**src/abcd_rts_pkg.sv**
```systemverilog
package abcd_rts_pkg;

    localparam int DATA_W = 32;
    localparam int FRAC   = 20;
    localparam int OPW    = DATA_W + 1;
    localparam int PRODW  = 2 * OPW;
    localparam int ACCW   = PRODW + 2;
    localparam int CNTW   = 5;

    localparam logic REG_MODE = 1'b0;

    localparam logic signed [DATA_W-1:0] ONE_Q = DATA_W'(1) << FRAC;
    localparam logic signed [OPW-1:0]    TWO_Q = OPW'(1) << (FRAC + 1);

    localparam logic signed [ACCW-1:0] ACC_HALF   = ACCW'(1) << (FRAC - 1);
    localparam logic signed [ACCW-1:0] ACC_HALF_W = ACCW'(1) << (FRAC + 1);
    localparam logic signed [ACCW-1:0] ACC_FOUR   = ACCW'(1) << (2 * FRAC + 2);
    localparam logic signed [ACCW-1:0] SAT_MAX    = (ACCW'(1) << (DATA_W - 1)) - ACCW'(1);
    localparam logic signed [ACCW-1:0] SAT_MIN    = -SAT_MAX - ACCW'(1);

    typedef struct packed {
        logic       vld;
        logic       neg;
        logic       first;
        logic       last;
        logic       stab;
        logic [2:0] dest;
    } mac_op_t;

    typedef struct packed {
        logic       vld;
        logic       stab;
        logic [2:0] dest;
    } mac_res_t;

    typedef enum logic [6:0] {
        S_IDLE    = 7'b0000001,
        S_MUL     = 7'b0000010,
        S_DRAIN   = 7'b0000100,
        S_SUM     = 7'b0001000,
        S_SQ      = 7'b0010000,
        S_SQDRAIN = 7'b0100000,
        S_OUT     = 7'b1000000
    } state_t;

    function automatic logic signed [DATA_W-1:0] round_sat(
        input logic signed [ACCW-1:0] a,
        input logic                   wide
    );
        logic signed [ACCW-1:0] r;
        if (wide) begin
            r = (a + ACC_HALF_W) >>> (FRAC + 2);
        end else begin
            r = (a + ACC_HALF) >>> FRAC;
        end
        if (r > SAT_MAX) begin
            return SAT_MAX[DATA_W-1:0];
        end else if (r < SAT_MIN) begin
            return SAT_MIN[DATA_W-1:0];
        end
        return r[DATA_W-1:0];
    endfunction

endpackage

```
**src/abcd_rts_mac.sv**
```systemverilog
module abcd_rts_mac
    import abcd_rts_pkg::*;
(
    input  logic                     aclk,
    input  logic                     aresetn,
    input  mac_op_t                  op,
    input  logic signed [OPW-1:0]    opa,
    input  logic signed [OPW-1:0]    opb,
    output mac_res_t                 res,
    output logic signed [DATA_W-1:0] res_data,
    output logic                     busy
);

    logic signed [PRODW-1:0] prod_reg;
    mac_op_t                 op1_reg;
    mac_res_t                op2_reg;
    logic signed [ACCW-1:0]  acc_reg;
    logic signed [ACCW-1:0]  term;
    logic signed [ACCW-1:0]  base;

    assign term = op1_reg.neg ? -{{2{prod_reg[PRODW-1]}}, prod_reg}
                              :  {{2{prod_reg[PRODW-1]}}, prod_reg};
    assign base = op1_reg.first ? (op1_reg.stab ? ACC_FOUR : '0) : acc_reg;

    always_ff @(posedge aclk) begin
        if (!aresetn) begin
            op1_reg <= '0;
            op2_reg <= '0;
        end else begin
            op1_reg     <= op;
            op2_reg.vld <= op1_reg.vld & op1_reg.last;
            op2_reg.stab <= op1_reg.stab;
            op2_reg.dest <= op1_reg.dest;
        end
        prod_reg <= opa * opb;
        if (op1_reg.vld) begin
            acc_reg <= base + term;
        end
    end

    assign res      = op2_reg;
    assign res_data = round_sat(acc_reg, op2_reg.stab);
    assign busy     = op1_reg.vld | op2_reg.vld;

endmodule

```
**src/abcd_round_trip_stability.sv**
```systemverilog
// Round-trip product of complex 2x2 ABCD matrices, Q11.20. Each word on the s_
// channel right-multiplies the running product; one shared 33x33 multiplier
// with an accumulator computes the 32 real products; s_ready is low from each
// accepted word until its products have drained, so a new word is taken only
// after the last one is done. A word with last_element set keeps s_ready low
// longer for the stability figure; m_valid rises once that figure is ready and
// the m_ word is held until m_ready, with the product already back at identity.
// stability_mode (address 0) selects Re((A+D)/2) or Re(1-h*h); write it only
// while idle.
module abcd_round_trip_stability
    import abcd_rts_pkg::*;
(
    input  logic                     aclk,
    input  logic                     aresetn,
    input  logic                     psel,
    input  logic                     penable,
    input  logic                     pwrite,
    input  logic [2:0]               paddr,
    input  logic [31:0]              pwdata,
    output logic [31:0]              prdata,
    output logic                     pready,
    input  logic                     s_valid,
    output logic                     s_ready,
    input  logic signed [DATA_W-1:0] s_a_re,
    input  logic signed [DATA_W-1:0] s_a_im,
    input  logic signed [DATA_W-1:0] s_b_re,
    input  logic signed [DATA_W-1:0] s_b_im,
    input  logic signed [DATA_W-1:0] s_c_re,
    input  logic signed [DATA_W-1:0] s_c_im,
    input  logic signed [DATA_W-1:0] s_d_re,
    input  logic signed [DATA_W-1:0] s_d_im,
    input  logic                     s_last_element,
    output logic                     m_valid,
    input  logic                     m_ready,
    output logic signed [DATA_W-1:0] m_prod_a_re,
    output logic signed [DATA_W-1:0] m_prod_a_im,
    output logic signed [DATA_W-1:0] m_prod_b_re,
    output logic signed [DATA_W-1:0] m_prod_b_im,
    output logic signed [DATA_W-1:0] m_prod_c_re,
    output logic signed [DATA_W-1:0] m_prod_c_im,
    output logic signed [DATA_W-1:0] m_prod_d_re,
    output logic signed [DATA_W-1:0] m_prod_d_im,
    output logic signed [DATA_W-1:0] m_stability_value,
    output logic                     m_is_stable
);

    state_t                   state_reg, state_next;
    logic [CNTW-1:0]          cnt_reg;
    logic                     mode_reg;
    logic                     last_reg;
    logic signed [DATA_W-1:0] p_reg [8];
    logic signed [DATA_W-1:0] n_reg [8];
    logic signed [DATA_W-1:0] m_reg [8];
    logic signed [OPW-1:0]    sum_s_reg, sum_t_reg;
    logic signed [DATA_W-1:0] stab_reg;
    logic signed [OPW-1:0]    half_tr;

    mac_op_t                  op;
    logic signed [OPW-1:0]    opa, opb;
    mac_res_t                 res;
    logic signed [DATA_W-1:0] res_data;
    logic                     mac_busy;

    logic [1:0] q;
    logic [1:0] t;
    logic       im;
    logic [2:0] pi;
    logic [2:0] mj;

    assign pready = 1'b1;
    assign prdata = {31'b0, mode_reg};

    assign q  = cnt_reg[4:3];
    assign im = cnt_reg[2];
    assign t  = cnt_reg[1:0];
    assign pi = {q[1], t[1], t[0]};
    assign mj = {t[1], q[0], im ? ~t[0] : t[0]};

    always_comb begin
        op  = '0;
        opa = '0;
        opb = '0;
        unique case (state_reg)
            S_MUL: begin
                op.vld   = 1'b1;
                op.neg   = ~im & t[0];
                op.first = (t == 2'd0);
                op.last  = (t == 2'd3);
                op.dest  = cnt_reg[4:2];
                opa      = {p_reg[pi][DATA_W-1], p_reg[pi]};
                opb      = {m_reg[mj][DATA_W-1], m_reg[mj]};
            end
            S_SQ: begin
                op.vld   = 1'b1;
                op.stab  = 1'b1;
                op.neg   = ~cnt_reg[0];
                op.first = ~cnt_reg[0];
                op.last  = cnt_reg[0];
                opa      = cnt_reg[0] ? sum_t_reg : sum_s_reg;
                opb      = cnt_reg[0] ? sum_t_reg : sum_s_reg;
            end
            default: begin
                op = '0;
            end
        endcase
    end

    abcd_rts_mac u_mac (
        .aclk     (aclk),
        .aresetn  (aresetn),
        .op       (op),
        .opa      (opa),
        .opb      (opb),
        .res      (res),
        .res_data (res_data),
        .busy     (mac_busy)
    );

    always_comb begin
        state_next = state_reg;
        unique case (state_reg)
            S_IDLE:    if (s_valid) state_next = S_MUL;
            S_MUL:     if (cnt_reg == '1) state_next = S_DRAIN;
            S_DRAIN:   if (!mac_busy) state_next = last_reg ? S_SUM : S_IDLE;
            S_SUM:     state_next = S_SQ;
            S_SQ:      if (cnt_reg[0]) state_next = S_SQDRAIN;
            S_SQDRAIN: if (!mac_busy) state_next = S_OUT;
            S_OUT:     if (m_ready) state_next = S_IDLE;
            default:   state_next = S_IDLE;
        endcase
    end

    assign half_tr = (sum_s_reg + OPW'(1)) >>> 1;

    always_ff @(posedge aclk) begin
        if (!aresetn) begin
            state_reg <= S_IDLE;
            cnt_reg   <= '0;
            mode_reg  <= 1'b0;
            for (int i = 0; i < 8; i++) begin
                p_reg[i] <= '0;
            end
            p_reg[0] <= ONE_Q;
            p_reg[6] <= ONE_Q;
        end else begin
            state_reg <= state_next;
            if (psel && penable && pwrite && paddr[2] == REG_MODE) begin
                mode_reg <= pwdata[0];
            end
            if (state_next != state_reg) begin
                cnt_reg <= '0;
            end else begin
                cnt_reg <= cnt_reg + CNTW'(1);
            end
            if (state_reg == S_DRAIN && !mac_busy) begin
                if (last_reg) begin
                    for (int i = 0; i < 8; i++) begin
                        p_reg[i] <= '0;
                    end
                    p_reg[0] <= ONE_Q;
                    p_reg[6] <= ONE_Q;
                end else begin
                    for (int i = 0; i < 8; i++) begin
                        p_reg[i] <= n_reg[i];
                    end
                end
            end
        end
        if (state_reg == S_IDLE && s_valid) begin
            m_reg[0] <= s_a_re;
            m_reg[1] <= s_a_im;
            m_reg[2] <= s_b_re;
            m_reg[3] <= s_b_im;
            m_reg[4] <= s_c_re;
            m_reg[5] <= s_c_im;
            m_reg[6] <= s_d_re;
            m_reg[7] <= s_d_im;
            last_reg <= s_last_element;
        end
        if (res.vld && !res.stab) begin
            n_reg[res.dest] <= res_data;
        end
        if (res.vld && res.stab) begin
            stab_reg <= mode_reg ? res_data : half_tr[DATA_W-1:0];
        end
        if (state_reg == S_SUM) begin
            sum_s_reg <= {n_reg[0][DATA_W-1], n_reg[0]} + {n_reg[6][DATA_W-1], n_reg[6]};
            sum_t_reg <= {n_reg[1][DATA_W-1], n_reg[1]} + {n_reg[7][DATA_W-1], n_reg[7]};
        end
    end

    assign s_ready           = (state_reg == S_IDLE);
    assign m_valid           = (state_reg == S_OUT);
    assign m_prod_a_re       = n_reg[0];
    assign m_prod_a_im       = n_reg[1];
    assign m_prod_b_re       = n_reg[2];
    assign m_prod_b_im       = n_reg[3];
    assign m_prod_c_re       = n_reg[4];
    assign m_prod_c_im       = n_reg[5];
    assign m_prod_d_re       = n_reg[6];
    assign m_prod_d_im       = n_reg[7];
    assign m_stability_value = stab_reg;
    assign m_is_stable       = (sum_s_reg > -TWO_Q) && (sum_s_reg < TWO_Q);

    a_no_overlap: assert property (@(posedge aclk) disable iff (!aresetn)
        !(s_ready && m_valid)) else $error("input and result sides active together");

    a_idle_quiet: assert property (@(posedge aclk) disable iff (!aresetn)
        (state_reg == S_IDLE) |-> !mac_busy) else $error("shared unit busy while idle");

    a_identity: assert property (@(posedge aclk) disable iff (!aresetn)
        (m_valid && m_ready) |=> (p_reg[0] == ONE_Q && p_reg[1] == '0))
        else $error("product not back to identity after result");

endmodule

```
**config.mk**
```make
export PLATFORM = sky130hd
export DESIGN_NAME = abcd_round_trip_stability
export DESIGN_NICKNAME = d
export VERILOG_FILES = /design/src/abcd_rts_pkg.sv /design/src/abcd_rts_mac.sv /design/src/abcd_round_trip_stability.sv
export SDC_FILE = /design/constraint.sdc
export NUM_CORES = 2
export LEC_CHECK = 0
export ABC_AREA = 1
export BUFFER_PORTS_ARGS = -buffer_cell sky130_fd_sc_hd__buf_4
export CORE_MARGIN = 5
export CORE_UTILIZATION = 56
export DETAILED_ROUTE_END_ITERATION = 8
export MAX_ROUTING_LAYER = met4
export PLACE_DENSITY = 0.75
export SYNTH_ARGS = -nofsm -noshare
export SYNTH_HDL_FRONTEND = slang
export SYNTH_SLANG_ARGS = --single-unit
```
**constraint.sdc**
```tcl
create_clock -name aclk -period 11.6 [get_ports aclk]
set_clock_uncertainty 0.2 [all_clocks]
set_input_delay 2.32 -clock aclk [delete_from_list [all_inputs] [get_ports aclk]]
set_output_delay 2.32 -clock aclk [all_outputs]
set_load 0.02 [all_outputs]
```
==> flow_metrics.tcl <==
set metrics [dict create \
    outcome "finished, final reports clean" \
    io_buffers 557 \
    die-area_sq_mm 0.172 \
    switchingPower_mw 2.20 \
    yosysWarnings 0 \
    start_kind "flip-flop" \
    holdCritPathClass "reg -> reg" \
    synth_edf_count 935 \
    syn_inst 10300 \
    ctsHoldBuffers 0 \
    drc 0 \
    r2r_slack_ns 0.78 \
    grt_pass1_wl_mm 478 \
    clock_path_buffers 3 \
    wl_per_cell_um 24.7 \
    power_frac_clock 0.406 \
    dp_hpwl_mm 256 \
    die_w_um 414 \
    fmax_mhz 92.4 \
    grt_max_degree 209 \
    multi_input_area_sq_mm 0.0513 \
    yosys-top-cells-area "edfxtp_1, fa_1, inv_1" \
    cp.arrival_ns 11.16 \
    grt_pass1_vias 75100 \
    cts_tree "yes" \
    cpMostUsedCell "fa_1" \
    finalSetupViolations 0 \
    clock-sinks 1027 \
    rsz0062_at_grt "no" \
    nets 12500 \
    track_usage 0.382 \
    place_ws_ns 1.01 \
    ys_seq_area_frac 0.327 \
    vdd_drop_max_mv 0.155 \
    ys_types 58 \
    root_buffer "clkbuf_16" \
    drtIter0Drc 8884 \
    drv_slew 0 \
    p_int_mw 6.32 \
    slew-limit-headroom 0.175 \
    vias 74700 \
    wirelength_mm 322 \
    final_antenna_net_count 0 \
    die_y_um 414 \
    p_seq_frac 0.495 \
    min_period_ns 10.82 \
    final.fill_count 13600 \
    path_clk_slew_ns 0.06 \
    yosys.area.top_type "edfxtp_1" \
    area_growth_pct 11.5 \
    sw_frac_of_total 0.258 \
    worst_pin_slew_ns 1.22 \
    ios 623 \
    row_count 148 \
    vias_per_cell 5.74 \
    core_area_sq_mm 0.163 \
    path_class "reg -> reg" \
    antenna_found_initial 16 \
    drive_gt1_frac 0.0897 \
    setup-tns-final_ns 0 \
    final_cell_mix "inv_1, nand2_1, fa_1, nor2_1, edfxtp_1" \
    regArea_sq_mm 0.0299 \
    power_frac_comb 0.099 \
    worst_slack_ns 0.781 \
    cap_violations 0 \
    clock_latency_ns 0.79 \
    synth_flop_cell "edfxtp_1" \
    fin_crit_sh 0.933 \
    crit_slowest_cell "dfxtp_4" \
    critPathMaxStageDelay_ns 0.65 \
    synthArstFlopShare 0 \
    cts-buffers-inserted 109 \
    htreeDepth 3 \
    grt_overflow 0 \
    cp.required_ns 11.94 \
    start_util 0.563 \
    syn_area_per_cell_sq_um 8.90 \
    layout_commonest_cell "inv_1" \
    gp_congestion 1.05 \
    cp-end-kind "flip-flop" \
    p_leak_nw 51.4 \
    syn_area_sq_mm 0.0915 \
    hold_viol 0 \
    post_cts_resized 0 \
    cts_setup_buffers 0 \
    p_per_area_mw_per_mm2 83.5 \
    ys_ff_latch 1027 \
    yosysTopAreaCellShare 0.307 \
    drt_first_pass_iters 8 \
    cp_max_fo 62 \
]
==> layout make-up <==
type / count / area share
diodes: 17 / 0.000417
clock buffers: 139 / 0.0283
clock inverters: 57 / 0.00608
inverters: 2353 / 0.0867
multi-input cells: 6518 / 0.502
flip-flops and latches: 1027 / 0.293
well taps: 2175 / 0.0267
repair buffers: 725 / 0.0563
==> metal layers <==
layer,GRT usage,up-vias,routed length [um]
li1,-,32600,-
met1,0.495,37000,123000
met2,0.584,4235,147000
met3,0.0786,890,32900
met4,0.176,0,19000
met5,-,-,0
==> power by group through the flow <==
stage,clock network (mW),registers [mW],logic (mW)
floorplan,0,4.29,0.492
global placement,0,4.29,0.811
detailed placement,0,4.29,0.821
CTS,3.47,4.22,0.828
global route,3.63,4.22,0.905
finish,3.46,4.22,0.846
==> worst paths after layout <==
kind                         to             start  cells after the start
min                u_mac.res[1]  u_mac.op1_reg[1]                      2
max          u_mac.prod_reg[57]        cnt_reg[0]                     31
min reg2reg        u_mac.res[1]  u_mac.op1_reg[1]                      2
max reg2reg  u_mac.prod_reg[57]        cnt_reg[0]                     31
==> critical path, delay by kind of cell, from the launching register on <==
kind / cells / cell delay, ns
buf+inv: 9 / 2.02
compound gates: 3 / 1.04
simple gates: 8 / 1.39
xor+xnor: 1 / 0.18
flops: 1 / 0.65
fa+ha+maj: 10 / 5.03
==> per-stage QoR <==
stage	hold WS [ns]	cells	area, sq um	power (mW)	utilization
6_report	0.212	13000	102000	8.52	0.628
5_1_grt	0.238	13000	102000	8.76	0.628
4_1_cts	0.210	13000	102000	8.51	0.627
3_5_place_dp	0.199	12800	98500	5.11	0.606
3_3_place_gp	0.198	12800	98500	5.10	0.606
2_1_floorplan	0.190	10300	91600	4.78	-
==> Yosys cell counts (4+ instances only) <==
master / instances
clkinv_1: 4
and3_1: 9
nor4_1: 35
o21ai_1: 7
inv_2: 6
xor2_1: 231
o31ai_1: 7
o21a_1: 27
nor3_1: 50
o21ai_0: 525
nor2_1: 1104
dfxtp_1: 92
ha_1: 357
buf_2: 8
xnor2_1: 84
nand4_1: 64
buf_6: 5
o211ai_1: 40
o311ai_0: 5
nand2_2: 16
fa_1: 1148
inv_1: 2343
clkbuf_1: 354
edfxtp_1: 935
nand3b_1: 5
a21oi_1: 305
nand2_1: 1897
o221ai_1: 99
o221a_2: 5
a21o_1: 30
nor2_4: 7
a211oi_1: 9
buf_4: 36
nand3_1: 273
o21ai_2: 10
a31oi_1: 36
buf_1: 16
nor2_2: 16
a21boi_0: 11
o21bai_1: 21
o22ai_1: 33
==> logic make-up (layout without fill, tap and decap cells) <==
kind of cell    after synthesis  in the layout  share of synthesized area
compound gates             1183           1183                     0.0751
xor+xnor                    315            315                     0.0301
fa+ha+maj                  1505           1505                      0.300
buf+inv                    2772           3274                      0.116
flops                      1027           1027                      0.327
other cells                   2             49                  0.0000820
simple gates               3483           3483                      0.152
Note: power is estimated with default switching activity, not from simulation.
